==> src/rtl/lsqovc_pkg.sv <==
`timescale 1ns / 1ps
`default_nettype none

package lsqovc_pkg;

   // Field widths of the request and result beats.
   localparam int ADDR_W = 48;
   localparam int ID_W   = 32;

   // Request codes.
   localparam logic [1:0] OP_INSERT  = 2'd0;
   localparam logic [1:0] OP_EXECUTE = 2'd1;
   localparam logic [1:0] OP_REMOVE  = 2'd2;

   typedef struct packed {
      logic [1:0]        req_type;
      logic [ID_W-1:0]   seq_id;
      logic [ADDR_W-1:0] mem_addr;
      logic [ADDR_W-1:0] inst_pc;
      logic              is_store;
   } req_beat_type;

   typedef struct packed {
      logic            accepted;
      logic            violation;
      logic [ID_W-1:0] violating_id;
      logic            forwarded;
   } rsp_beat_type;

   // Passes a request makes down the row of entries.
   typedef enum logic [1:0] {
      PH_FIND,
      PH_CMP,
      PH_WRITE
   } phase_type;

   typedef enum logic {
      ST_IDLE,
      ST_RUN
   } ctrl_state_type;

   // Token handed from one entry to the next every cycle.
   typedef struct packed {
      logic              valid;
      phase_type         phase;
      logic [1:0]        op;
      logic [ID_W-1:0]   id;
      logic [ADDR_W-1:0] word;
      logic [ADDR_W-1:0] pc;
      logic              store;
      logic              fwd_self;
      logic              hit;
      logic              viol;
      logic [ID_W-1:0]   best;
      logic              fwd;
   } probe_type;

endpackage

`default_nettype wire

==> src/rtl/lsqovc_cell.sv <==
`timescale 1ns / 1ps
`default_nettype none

module lsqovc_cell #(
   parameter int WORD_W = 46
) (
   input  wire                    clock,
   input  wire                    reset,
   input  lsqovc_pkg::probe_type  probe_in,
   output lsqovc_pkg::probe_type  probe_out,
   output logic                   sel_out
);

   logic                          valid_ff, valid_in;
   logic                          sel_ff, sel_in;
   logic [WORD_W-1:0]             word_ff, word_in;
   logic [lsqovc_pkg::ID_W-1:0]   id_ff, id_in;
   logic [lsqovc_pkg::ADDR_W-1:0] pc_ff, pc_in;
   logic                          store_ff, store_in;
   logic                          exec_ff, exec_in;
   logic                          fwd_ff, fwd_in;
   lsqovc_pkg::probe_type         probe_ff, probe_in_nx;
   logic                          same_word;

   assign same_word = valid_ff && (word_ff == probe_in.word[WORD_W-1:0]);

   // Act on the token for the current pass and pass it on.
   always_comb begin
      valid_in    = valid_ff;
      sel_in      = sel_ff;
      word_in     = word_ff;
      id_in       = id_ff;
      pc_in       = pc_ff;
      store_in    = store_ff;
      exec_in     = exec_ff;
      fwd_in      = fwd_ff;
      probe_in_nx = probe_in;
      if (probe_in.valid) begin
         case (probe_in.phase)
            lsqovc_pkg::PH_FIND: begin
               if (!probe_in.hit) begin
                  if (probe_in.op == lsqovc_pkg::OP_INSERT && !valid_ff) begin
                     valid_in        = 1'b1;
                     word_in         = probe_in.word[WORD_W-1:0];
                     id_in           = probe_in.id;
                     pc_in           = probe_in.pc;
                     store_in        = probe_in.store;
                     exec_in         = 1'b0;
                     fwd_in          = 1'b0;
                     probe_in_nx.hit = 1'b1;
                  end else if (valid_ff && id_ff == probe_in.id) begin
                     if (probe_in.op == lsqovc_pkg::OP_REMOVE) begin
                        valid_in        = 1'b0;
                        probe_in_nx.hit = 1'b1;
                     end else if (probe_in.op == lsqovc_pkg::OP_EXECUTE) begin
                        sel_in               = 1'b1;
                        probe_in_nx.hit      = 1'b1;
                        probe_in_nx.word     = lsqovc_pkg::ADDR_W'(word_ff);
                        probe_in_nx.pc       = pc_ff;
                        probe_in_nx.store    = store_ff;
                        probe_in_nx.fwd_self = fwd_ff;
                     end
                  end
               end
            end
            lsqovc_pkg::PH_CMP: begin
               if (same_word && !sel_ff) begin
                  if (id_ff > probe_in.id) begin
                     if (exec_ff && pc_ff != probe_in.pc && probe_in.store && !store_ff &&
                         (!probe_in.viol || probe_in.best < id_ff)) begin
                        probe_in_nx.viol = 1'b1;
                        probe_in_nx.best = id_ff;
                     end
                  end else if (!probe_in.fwd_self && !probe_in.store && store_ff &&
                               exec_ff) begin
                     probe_in_nx.fwd = 1'b1;
                  end
               end
            end
            lsqovc_pkg::PH_WRITE: begin
               if (sel_ff) begin
                  exec_in = 1'b1;
                  fwd_in  = fwd_ff | probe_in.fwd;
                  sel_in  = 1'b0;
               end
            end
            default: begin
            end
         endcase
      end
   end

   // Control bits are reset; entry payload is written before it is read.
   always_ff @(posedge clock) begin
      if (reset) begin
         valid_ff       <= 1'b0;
         sel_ff         <= 1'b0;
         probe_ff.valid <= 1'b0;
      end else begin
         valid_ff       <= valid_in;
         sel_ff         <= sel_in;
         probe_ff.valid <= probe_in_nx.valid;
      end
      word_ff           <= word_in;
      id_ff             <= id_in;
      pc_ff             <= pc_in;
      store_ff          <= store_in;
      exec_ff           <= exec_in;
      fwd_ff            <= fwd_in;
      probe_ff.phase    <= probe_in_nx.phase;
      probe_ff.op       <= probe_in_nx.op;
      probe_ff.id       <= probe_in_nx.id;
      probe_ff.word     <= probe_in_nx.word;
      probe_ff.pc       <= probe_in_nx.pc;
      probe_ff.store    <= probe_in_nx.store;
      probe_ff.fwd_self <= probe_in_nx.fwd_self;
      probe_ff.hit      <= probe_in_nx.hit;
      probe_ff.viol     <= probe_in_nx.viol;
      probe_ff.best     <= probe_in_nx.best;
      probe_ff.fwd      <= probe_in_nx.fwd;
   end

   assign probe_out = probe_ff;
   assign sel_out   = sel_ff;

endmodule

`default_nettype wire

==> config.mk <==
export PLATFORM = sky130hd
export DESIGN_NAME = lsqovc_cell
export DESIGN_NICKNAME = d
export VERILOG_FILES = /design/src/rtl/lsqovc_pkg.sv /design/src/rtl/lsqovc_cell.sv
export SDC_FILE = /design/constraint.sdc
export NUM_CORES = 1
export LEC_CHECK = 0
export BUFFER_PORTS_ARGS = -buffer_cell sky130_fd_sc_hd__buf_2
export CAP_MARGIN = 10
export CORE_MARGIN = 5
export CORE_UTILIZATION = 45
export DETAILED_ROUTE_END_ITERATION = 12
export PLACE_DENSITY = 0.71
export REMOVE_ABC_BUFFERS = 1
export SLEW_MARGIN = 10
export SYNTH_ARGS = -nofsm -noshare
export SYNTH_HDL_FRONTEND = slang
export SYNTH_SLANG_ARGS = --single-unit
export TNS_END_PERCENT = 20
==> constraint.sdc <==
create_clock -name clock -period 5.3 [get_ports clock]
set_input_delay 0.795 -clock clock [delete_from_list [all_inputs] [get_ports clock]]
set_output_delay 0.795 -clock clock [all_outputs]
set_load 0.05 [all_outputs]
Word level (Yosys, flattened, before mapping)
Index checks and enable logic that the tools add are counted.
{"block": "totals", "reg_bits": 301, "inputBits": 172, "word_cells": 95}
{"block": "classes", "magnitude_cmp": 2, "n_eq_ne": 14, "muxes": 30, "bitwise": 2, "n_reduce_logical": 27}
{"cell": "99-bit 2-to-1 mux", "count": 4}
{"cell": "98-bit 2-to-1 mux", "count": 2}
{"cell": "133-bit 2-to-1 mux", "count": 1}
{"cell": "34-bit 2-to-1 mux", "count": 2}
{"cell": "33-bit 2-to-1 mux", "count": 2}
{"cell": "48-bit inequality test", "count": 1}
{"cell": "46-bit == test", "count": 1}
{"cell": "32-bit == test", "count": 1}
{"cell": "32-bit greater-than comparator", "count": 1}
{"cell": "32-bit < comparator", "count": 1}
{"cell": "1-bit 2-to-1 mux", "count": 16}
{"cell": "2-bit inequality test (second input constant)", "count": 7}
{"cell": "1-bit logical AND", "count": 11}
{"cell": "5-bit AND reduction", "count": 2}
{"cell": "7-bit AND reduction", "count": 1}
{"cell": "1-bit zero test", "count": 6}
{"cell": "1-bit case mux with 2 select lines", "count": 3}
{"cell": "2-bit nonzero test", "count": 3}
{"cell": "2-bit by 1-bit == test with 1-bit output (second input constant)", "count": 2}
{"cell": "2-bit == test (second input constant)", "count": 2}
{"cell": "2-bit zero test", "count": 2}
{"cell": "4-bit AND reduction", "count": 1}
{"cell": "1-bit logical OR", "count": 1}
{"cell": "1-bit NOT", "count": 1}
{"cell": "1-bit OR", "count": 1}

Depth between registers and ports, before layout
Gate-level depths: netlist (run 1).
{"block": "logic_depth", "word_depth": 10, "ltp_mapped": 11, "mapped_depth_nobuf": 9}

Worst setup path before layout (run 1)
Ideal clock, no wire load.
{"block": "synth_timing", "path_kind": "input -> register", "from": "input port probe_in[167] (netlist bit)", "to": "register id_ff[0] (netlist bit), enable pin", "setup_ps": 480, "arrival_time_ps": 3760, "required_ps": 4820, "slack_ps": 1059, "cell_stages": 4, "path_cell_list": "nand2b_1 nor3_1 nand2_1 inv_1"}
{"block": "synth_between", "elab_chain_len": 2}
{"element": "from (decl)", "line_no": "lsqovc_cell.sv:9", "source": "input lsqovc_pkg::probe_type probe_in,"}
{"element": "2-bit zero test", "line_no": "lsqovc_cell.sv:39", "source": "case (probe_in.phase)"}
{"element": "4-bit AND reduction (no source line)"}
{"element": "to (signal assigned)", "line_no": "lsqovc_cell.sv:105", "source": "id_ff <= id_in;"}
{"element": "to (decl)", "line_no": "lsqovc_cell.sv:17", "source": "logic [lsqovc_pkg::ID_W-1:0] id_ff, id_in;"}
Every way passes these cells.
A chain may end at the register's enable or synchronous reset.

==> results of run 1 <==
==> kinds of logic after synthesis <==
logic type,after synthesis,share of synthesized area [%]
compound gates,62,3.487
xor+xnor,85,6.344
fa+ha+maj,66,7.037
buf+inv,93,3.241
flops,301,62.35
mux,128,12.28
simple gates,106,5.257
==> per-layer routing <==
metal  vias up  track usage (%)  part of all wire, %
li1       3777                -                    -
met1      3686            23.04                   41
met2       221            29.99                   50
met3        46            4.298                  6.9
met4         8            5.236                  2.0
met5         -                0                 0.17
==> Yosys cell counts, types with 16 or more instances <==
master,n
dfxtp_1,172
edfxtp_1,129
mux2_2,110
inv_1,80
ha_1,66
xor2_1,66
nor4_1,22
a21oi_1,20
nand4_1,20
xnor2_1,19
mux2_1,18
nand2_1,16
==> path summary, 6_finish.rpt <==
path | to | slack (ns) | depth (start not counted)
worst max register to register | probe_out[100]$_DFF_P_ | 1.84 | 9
worst min-delay path | probe_out[147]$_DFF_P_ | 0.37 | 1
worst max-delay path | probe_out[100]$_DFF_P_ | 1.84 | 9
worst min register to register | probe_out[127]$_DFF_P_ | 0.49 | 1
==> layout make-up <==
type	instances	area, µm²	area share, %
Multi-Input combinational cell	447	4038	27.09
Clock buffer	43	912.1	6.120
Inverter	80	302.8	2.032
Clock inverter	13	138.9	0.9318
Tap cell	335	419.2	2.812
Antenna cell	4	10.01	0.06716
Timing Repair Buffer	346	1767	11.85
Sequential cell	301	7317	49.09
==> power groups by stage <==
stage | combinational, mW | sequential, mW | clock [mW]
2_1_floorplan | 0.130 | 2.82 | 0
3_3_place_gp | 0.575 | 2.57 | 0
3_5_place_dp | 0.582 | 2.57 | 0
4_1_cts | 0.586 | 2.52 | 2.27
5_1_grt | 0.621 | 2.53 | 2.37
6_report | 0.580 | 2.52 | 2.21
==> state kept, by name, summed over array words and instances, names as in the netlist <==
signal / flops
fwd_ff: 1
id_ff: 32
probe_out: 170
word_ff: 46
valid_ff: 1
sel_out: 1
pc_ff: 48
exec_ff: 1
store_ff: 1
==> flow_summary.ini, run 1 <==
[sta]
worst_pin_slew_ns = 1.075
hold_ws_ns = 0.3718
slew_violations = 0
hold_violations = 0
setup_ws_ns = 1.842
setup-violations-final = 0
fin_skew_ns = 0.02270
fmax_mhz = 289.2
period_minus_slack_ns = 3.458
max_slew_margin_pct = 28.36
rsz0062_at_grt = no
period_share_pct = 65.24
finalSetupTns_ns = 0

[critical_path]
crit_fanout = 75
crit_family = simple AND/OR/NAND/NOR gates
crit_slowest_cell = nor4_1
startpoint_type = register
cp.required_ns = 5.72
crit_start = id_ff[30]$_DFFE_PP_
cp.buffers_inverters = 1
r2r_start = id_ff[30]$_DFFE_PP_
end_kind = register
path_cells = ha_1 -> and4_1 -> nand4_1 -> nor4_1 -> and2_1 -> nand4b_1 -> nor4_4 -> buf_12 -> mux2_2
worstSetupPathType = register to register
critPathMaxStageDelay_ns = 0.68
critPathArrivalTime_ns = 3.88

[clocking]
post_cts_buffers = 0
cts_tree = done
clk_path_buf_depth = 3
cts_hold_buf = 0
cts_root_buf = clkbuf_16
cts_resized = 0
numCtsBuffers = 31
path_clk_slew_ns = 0.06
insertion_delay_ns = 0.55
cts.sinks = 301
cts_max_level = 1

[global_routing]
overflow = 0
antenna_found_initial = 8
grt_pass1_wl_um = 41610
grt_usage_pct = 17.84
grt_max_degree = 78
grt_pass1_vias = 7742

[die]
die_y_um = 171.5
num_rows = 59
core_um2 = 25840
die-area_um2 = 29410
die_w_um = 171.5
initial_core_util_pct = 45.42
ioPinCount = 343

[final_layout]
utilization_pct = 57.69
stdcell_count = 1569
drive_above_1_share_pct = 41.46
area_growth_pct = 27.01
final_cell_mix = 342 x buf_2, 172 x dfxtp_1, 129 x edfxtp_1
finalInstanceArea_um2 = 14900
finish.net_count = 1445
nFillCells = 2148
layout_commonest_cell = buf_2

[synthesis]
yosysTopAreaCell = edfxtp_1
synth_ff_type = dfxtp_1
synth.avg_cell_area_um2 = 13.95
ys_ff_latch = 301
ys_top_cells_by_area = edfxtp_1 33%, dfxtp_1 29%, mux2_2 11%, ha_1 7.0%, xor2_1 4.9%
synthesis.area_um2 = 11740
synth.distinct_cells = 46
yosys_warnings = 0
ys_seq_area_share_pct = 62.35
syn_inst = 841
synth_edf_count = 129
async_flop_share_pct = 0
netlist.area_leader.share_pct = 33.01

[pwr]
power_density_nw_per_um2 = 356.5
p_int_mw = 4.012
p_sw_mw = 1.301
p_leak_nw = 6.525
sw_frac_of_total_pct = 24.49
p_clk_share_pct = 41.6
irDropWorstVdd_mv = 0.2786
finalPower_mw = 5.314
power.share.sequential_pct = 47.5
comb_power_share_pct = 10.9

[route]
drc = 0
via_per_inst = 4.932
routed_wl_um = 27690
wl_per_cell_um = 17.65
vias = 7738
drt_iter0_drc = 371
dr.pass1.iters = 4
drtAntennaViolNets = 0

[worst_hold_path]
min_from = probe_in[147]
hold_class = input pin to register

[placement]
hpwl_um = 20620
place_ws_ns = 1.438
place_inst = 1509
numPortBuffers = 342
placed_area_um2 = 13840
gp_congestion = 0.8129

[flow_run]
maxCapViolCount = 0

[status]
status = completed
No activity file was read; power rests on OpenSTA's default activity.
==> run 2: changes to the inputs <==
==> constraint.sdc (replaced) <==
create_clock -name clock -period 3.4 [get_ports clock]
set_input_delay 0.51 -clock clock [delete_from_list [all_inputs] [get_ports clock]]
set_output_delay 0.51 -clock clock [all_outputs]
set_load 0.05 [all_outputs]
==> run 2 against run 1 <==
Critical path type unchanged. Die area did not move. Worst setup slack got worse by 1.5 ns. Fmax rose by 12%. Clock-buffer cell count rose by 5. First-iteration DRC count rose by 15%.
==> flow_summary.ini, run 2 (synthesis results as in run 1) <==
[critical_path]
cpMostUsedCell = buf_4
cp.required_ns = 3.78
crit_slowest_cell = edfxtp_1
path_cells = ha_1 -> and4_1 -> nand4_1 -> nor4_1 -> buf_4 -> and2_1 -> nand4b_1 -> nor4_4 -> buf_12 -> buf_4 -> mux2_2
critPathArrivalTime_ns = 3.46
critPathMaxStageDelay_ns = 0.45
cp.buffers_inverters = 3
end_kind = register
worstSetupPathType = register to register
startpoint_type = register
r2r_cells = 11
cp_num_cells = 11
crit_fanout = 12
crit_family = simple AND/OR/NAND/NOR gates

[sta]
slew_violations = 0
rsz0062_at_grt = no
setup-violations-final = 0
worst_pin_slew_ns = 0.7380
hold_violations = 0
period_minus_slack_ns = 3.076
period_share_pct = 90.48
fmax_mhz = 325.0
max_slew_margin_pct = 49.53
hold_ws_ns = 0.1338
fin_skew_ns = 0.02102

[pwr]
finalPower_mw = 8.521
irDropWorstVdd_mv = 0.4412
p_leak_nw = 6.618
power_density_nw_per_um2 = 563.1

[global_routing]
grt_max_degree = 50
grt_use_met3_pct = 4.689
overflow = 0
grt_pass1_vias = 7893
grt_usage_pct = 18.33
grt_use_met1_pct = 23.31
gr-max-usage-layer = met2
met2_usage_pct = 30.83
antenna_found_initial = 8
grt_pass1_wl_um = 42620

[status]
status = completed

[placement]
hpwl_um = 21180
numPortBuffers = 342
gp_congestion = 0.8165

[clocking]
cts_hold_buf = 0
path_clk_slew_ns = 0.06
cts_max_level = 2
cts_tree = done
clk_path_buf_depth = 3
cts.sinks = 301
numCtsBuffers = 34
post_cts_buffers = 0
cts_root_buf = clkbuf_16
cts_resized = 0
insertion_delay_ns = 0.51

[route]
drtAntennaViolNets = 0
routed_wl_um = 28090
vias = 7775
drt_iter0_drc = 427
dr.pass1.iters = 4
wl_per_cell_um = 17.72
drc = 0
via_per_inst = 4.905

[die]
die_y_um = 171.5
num_rows = 59
die_w_um = 171.5
die-area_um2 = 29410
core_um2 = 25840
ioPinCount = 343
initial_core_util_pct = 45.42

[flow_run]
maxCapViolCount = 0

[worst_hold_path]
min_path_cells = 1
hold_class = input pin to register

[final_layout]
drive_above_1_share_pct = 41.69
utilization_pct = 58.56
largest_register_ffs = 170
final_cell_mix = 342 x buf_2, 172 x dfxtp_1, 129 x edfxtp_1
layout_commonest_cell = buf_2
area_growth_pct = 28.94
nFillCells = 2147
finish.net_count = 1457
run 2: cell types whose count changed in the layout (fill, tap and decap cells not counted), sizes merged:
| cell | delta |
|---|---|
| buf | +9 |
| bufinv | +1 |
| clkbuf | +5 |
| clkinv | -4 |
| clkinvlp | +1 |
| diode | +1 |
| inv | +3 |
run 2: per-stage QoR:
stage | instance area (µm²) | setup TNS (ns) | cells | setup WS [ns]
after detailed placement | 13990 | 0 | 1518 | 0.1383
after global routing | 15130 | 0 | 1584 | 0.1468
after floorplan | 11650 | -271.80 | 828 | -2.076
after CTS | 15120 | 0 | 1580 | 0.3078
after global placement | 13990 | 0 | 1518 | 0.2032
final | 15130 | 0 | 1585 | 0.3235
run 2: where the power goes:
| part | internal, mW | switching, mW |
|---|---|---|
| combinational | 0.279 | 0.629 |
| sequential | 3.89 | 0.0382 |
| clock | 2.24 | 1.44 |
run 2: path summary, 6_finish.rpt:
path                                          start                     end  slack, ns
worst min register to register   store_ff$_DFFE_PP_   probe_out[36]$_DFF_P_       0.50
worst min-delay path                  probe_in[160]  probe_out[160]$_DFF_P_       0.13
worst max register to register  id_ff[31]$_DFFE_PP_   probe_out[57]$_DFF_P_       0.32
worst max-delay path            id_ff[31]$_DFFE_PP_   probe_out[57]$_DFF_P_       0.32
run 2: layout make-up:
class	count	area [µm²]	area share, %
clock buffer	48	933.4	6.169
clock inverter	14	198.9	1.315
tap	335	419.2	2.770
antenna	5	12.51	0.08269
sequential	301	7317	48.36
inverter	80	302.8	2.001
multi-input combinational	447	4038	26.68
timing repair buffer	355	1909	12.62
run 2: layer usage:
metal  part of all wire, %  up-vias  wire length (µm)
met5                  0.19        -                54
met4                   1.9        8               539
met3                   6.7       46              1882
met2                    50      210             13960
met1                    41     3718             11650
li1                      -     3793                 -
==> run 3: changes to the inputs <==
--- a/config.mk
+++ b/config.mk
@@ -12,7 +12,6 @@
 export DETAILED_ROUTE_END_ITERATION = 12
 export PLACE_DENSITY = 0.71
 export REMOVE_ABC_BUFFERS = 1
-export SLEW_MARGIN = 10
 export SYNTH_ARGS = -nofsm -noshare
 export SYNTH_HDL_FRONTEND = slang
 export SYNTH_SLANG_ARGS = --single-unit
==> constraint.sdc (replaced) <==
create_clock -name clock -period 3.3 [get_ports clock]
set_input_delay 0.495 -clock clock [delete_from_list [all_inputs] [get_ports clock]]
set_output_delay 0.495 -clock clock [all_outputs]
set_load 0.05 [all_outputs]
==> run 3 against run 2 <==
Design area up 0.34%. Critical endpoint is now probe_out[77]$_DFF_P_. Highest routed layer unchanged. Core utilization up 0.20 points. Flip-flop and latch count unchanged. Non-clock buffer count up 2. Fmax up 4.0%. First-iteration DRC count down 13%. Clock skew down 0.0097 ns. Power up 2.5%. Largest cell class unchanged. Clock-buffer cell count up 7. Worst setup slack better by 0.017 ns.
==> flow_summary.ini, run 3 (synthesis results as in run 1) <==
[clocking]
post_cts_buffers = 0
cts_resized = 0
cts_hold_buf = 0
numCtsBuffers = 34
clk_path_buf_depth = 3
insertion_delay_ns = 0.50
cts_root_buf = clkbuf_16
cts.sinks = 301
cts_max_level = 2
cts_tree = done
path_clk_slew_ns = 0.06

[sta]
fin_skew_ns = 0.01129
finalSetupTns_ns = 0
period_minus_slack_ns = 2.959
fmax_mhz = 338.0
hold_violations = 0
max_slew_margin_pct = 61.60
period_share_pct = 89.67
hold_ws_ns = 0.1272
rsz0062_at_grt = no
setup-violations-final = 0
worst_pin_slew_ns = 0.5707
slew_violations = 0

[die]
core_um2 = 25840
die_w_um = 171.5
ioPinCount = 343
die-area_um2 = 29410
initial_core_util_pct = 45.42
die_y_um = 171.5
num_rows = 59

[critical_path]
crit_start = id_ff[30]$_DFFE_PP_
end_kind = register
startpoint_type = register
critPathArrivalTime_ns = 3.34
r2r_start = id_ff[30]$_DFFE_PP_
r2r-end = probe_out[77]$_DFF_P_
worstSetupPathType = register to register
cp.required_ns = 3.68
reg2reg_slack_ns = 0.34
crit_fanout = 19
r2r_cells = 11

[global_routing]
grt_usage_pct = 18.27
grt_pass1_wl_um = 42270
grt_pass1_vias = 7854
grt_max_degree = 53
antenna_found_initial = 7
overflow = 0

[route]
dr.pass1.iters = 4
wl_per_cell_um = 17.77
drt_iter0_drc = 372
drtAntennaViolNets = 0
vias = 7746
drc = 0
via_per_inst = 4.881
routed_wl_um = 28200

[final_layout]
layout_commonest_cell = buf_2
drive_above_1_share_pct = 41.70
largest_register_ffs = 170
utilization_pct = 58.76
finish.net_count = 1459
area_growth_pct = 29.37
final_cell_mix = 342 x buf_2, 172 x dfxtp_1, 129 x edfxtp_1

[placement]
gp_congestion = 0.8236
numPortBuffers = 342
hpwl_um = 21370

[flow_run]
maxCapViolCount = 0

[status]
status = completed

[pwr]
finalPower_mw = 8.732
p_sw_mw = 2.110
power_density_nw_per_um2 = 575.1
comb_power_share_pct = 10.7
sw_frac_of_total_pct = 24.17
p_leak_nw = 6.646
power.share.sequential_pct = 46.4
p_clk_share_pct = 42.9
p_int_mw = 6.622
irDropWorstVdd_mv = 0.4649

[worst_hold_path]
min_to = probe_out[159]$_DFF_P_
min_from = probe_in[159]
min_path_cells = 1
hold_class = input pin to register
run 3: layer usage:
metal / up-vias / share of wire, % / track usage [%] / wire [µm]
met5: - / 0.092 / 0 / 26
met4: 6 / 2.6 / 6.028 / 732
met3: 46 / 7.0 / 4.459 / 1967
met2: 212 / 49 / 30.76 / 13910
met1: 3688 / 41 / 23.23 / 11560
li1: 3794 / - / - / -
run 3: how the worst max path moves through the flow:
stage	endpoint	cells after the start	slack, ns
floorplan	probe_out[100]$_DFF_P_	9	-2.16
global placement	probe_out[7]$_DFF_P_	11	0.18
detailed placement	probe_out[7]$_DFF_P_	10	0.17
CTS	probe_out[85]$_DFF_P_	11	0.33
global route	probe_out[1]$_DFF_P_	10	0.17
finish	probe_out[77]$_DFF_P_	11	0.34
run 3: power groups by stage:
stage,combinational [mW],sequential [mW],clock (mW)
2_1_floorplan,0.209,4.52,0
3_3_place_gp,0.926,4.13,0
3_5_place_dp,0.938,4.13,0
4_1_cts,0.943,4.05,3.86
5_1_grt,1.00,4.06,4.03
6_report,0.935,4.05,3.74
run 3: worst max-delay path, cell delays in order (launching register included):
cell and delay, ns:
edfxtp_1 0.45, ha_1 0.34, and4_1 0.22, nand4_1 0.14, nor4_1 0.29, buf_4 0.17
and2_1 0.14, nand4b_1 0.15, nor4_4 0.22, buf_12 0.19, buf_12 0.17, mux2_2 0.35
run 3: through the flow:
stage                     setup WS [ns]  area [µm²]  std cells
after floorplan                  -2.161       11650        828
after CTS                        0.3288       15170       1582
final                            0.3410       15180       1587
after global routing             0.1737       15180       1586
after detailed placement         0.1742       14030       1520
after global placement           0.1849       14030       1520
run 3: cell type report:
| cell class | instances | area [µm²] |
|---|---|---|
| clock inverter | 7 | 60.06 |
| inverter | 80 | 302.8 |
| sequential | 301 | 7317 |
| timing repair buffer | 357 | 1949 |
| tap | 335 | 419.2 |
| fill | 2133 | 10660 |
| multi-input combinational | 447 | 4038 |
| clock buffer | 55 | 1084 |
| antenna | 5 | 12.51 |
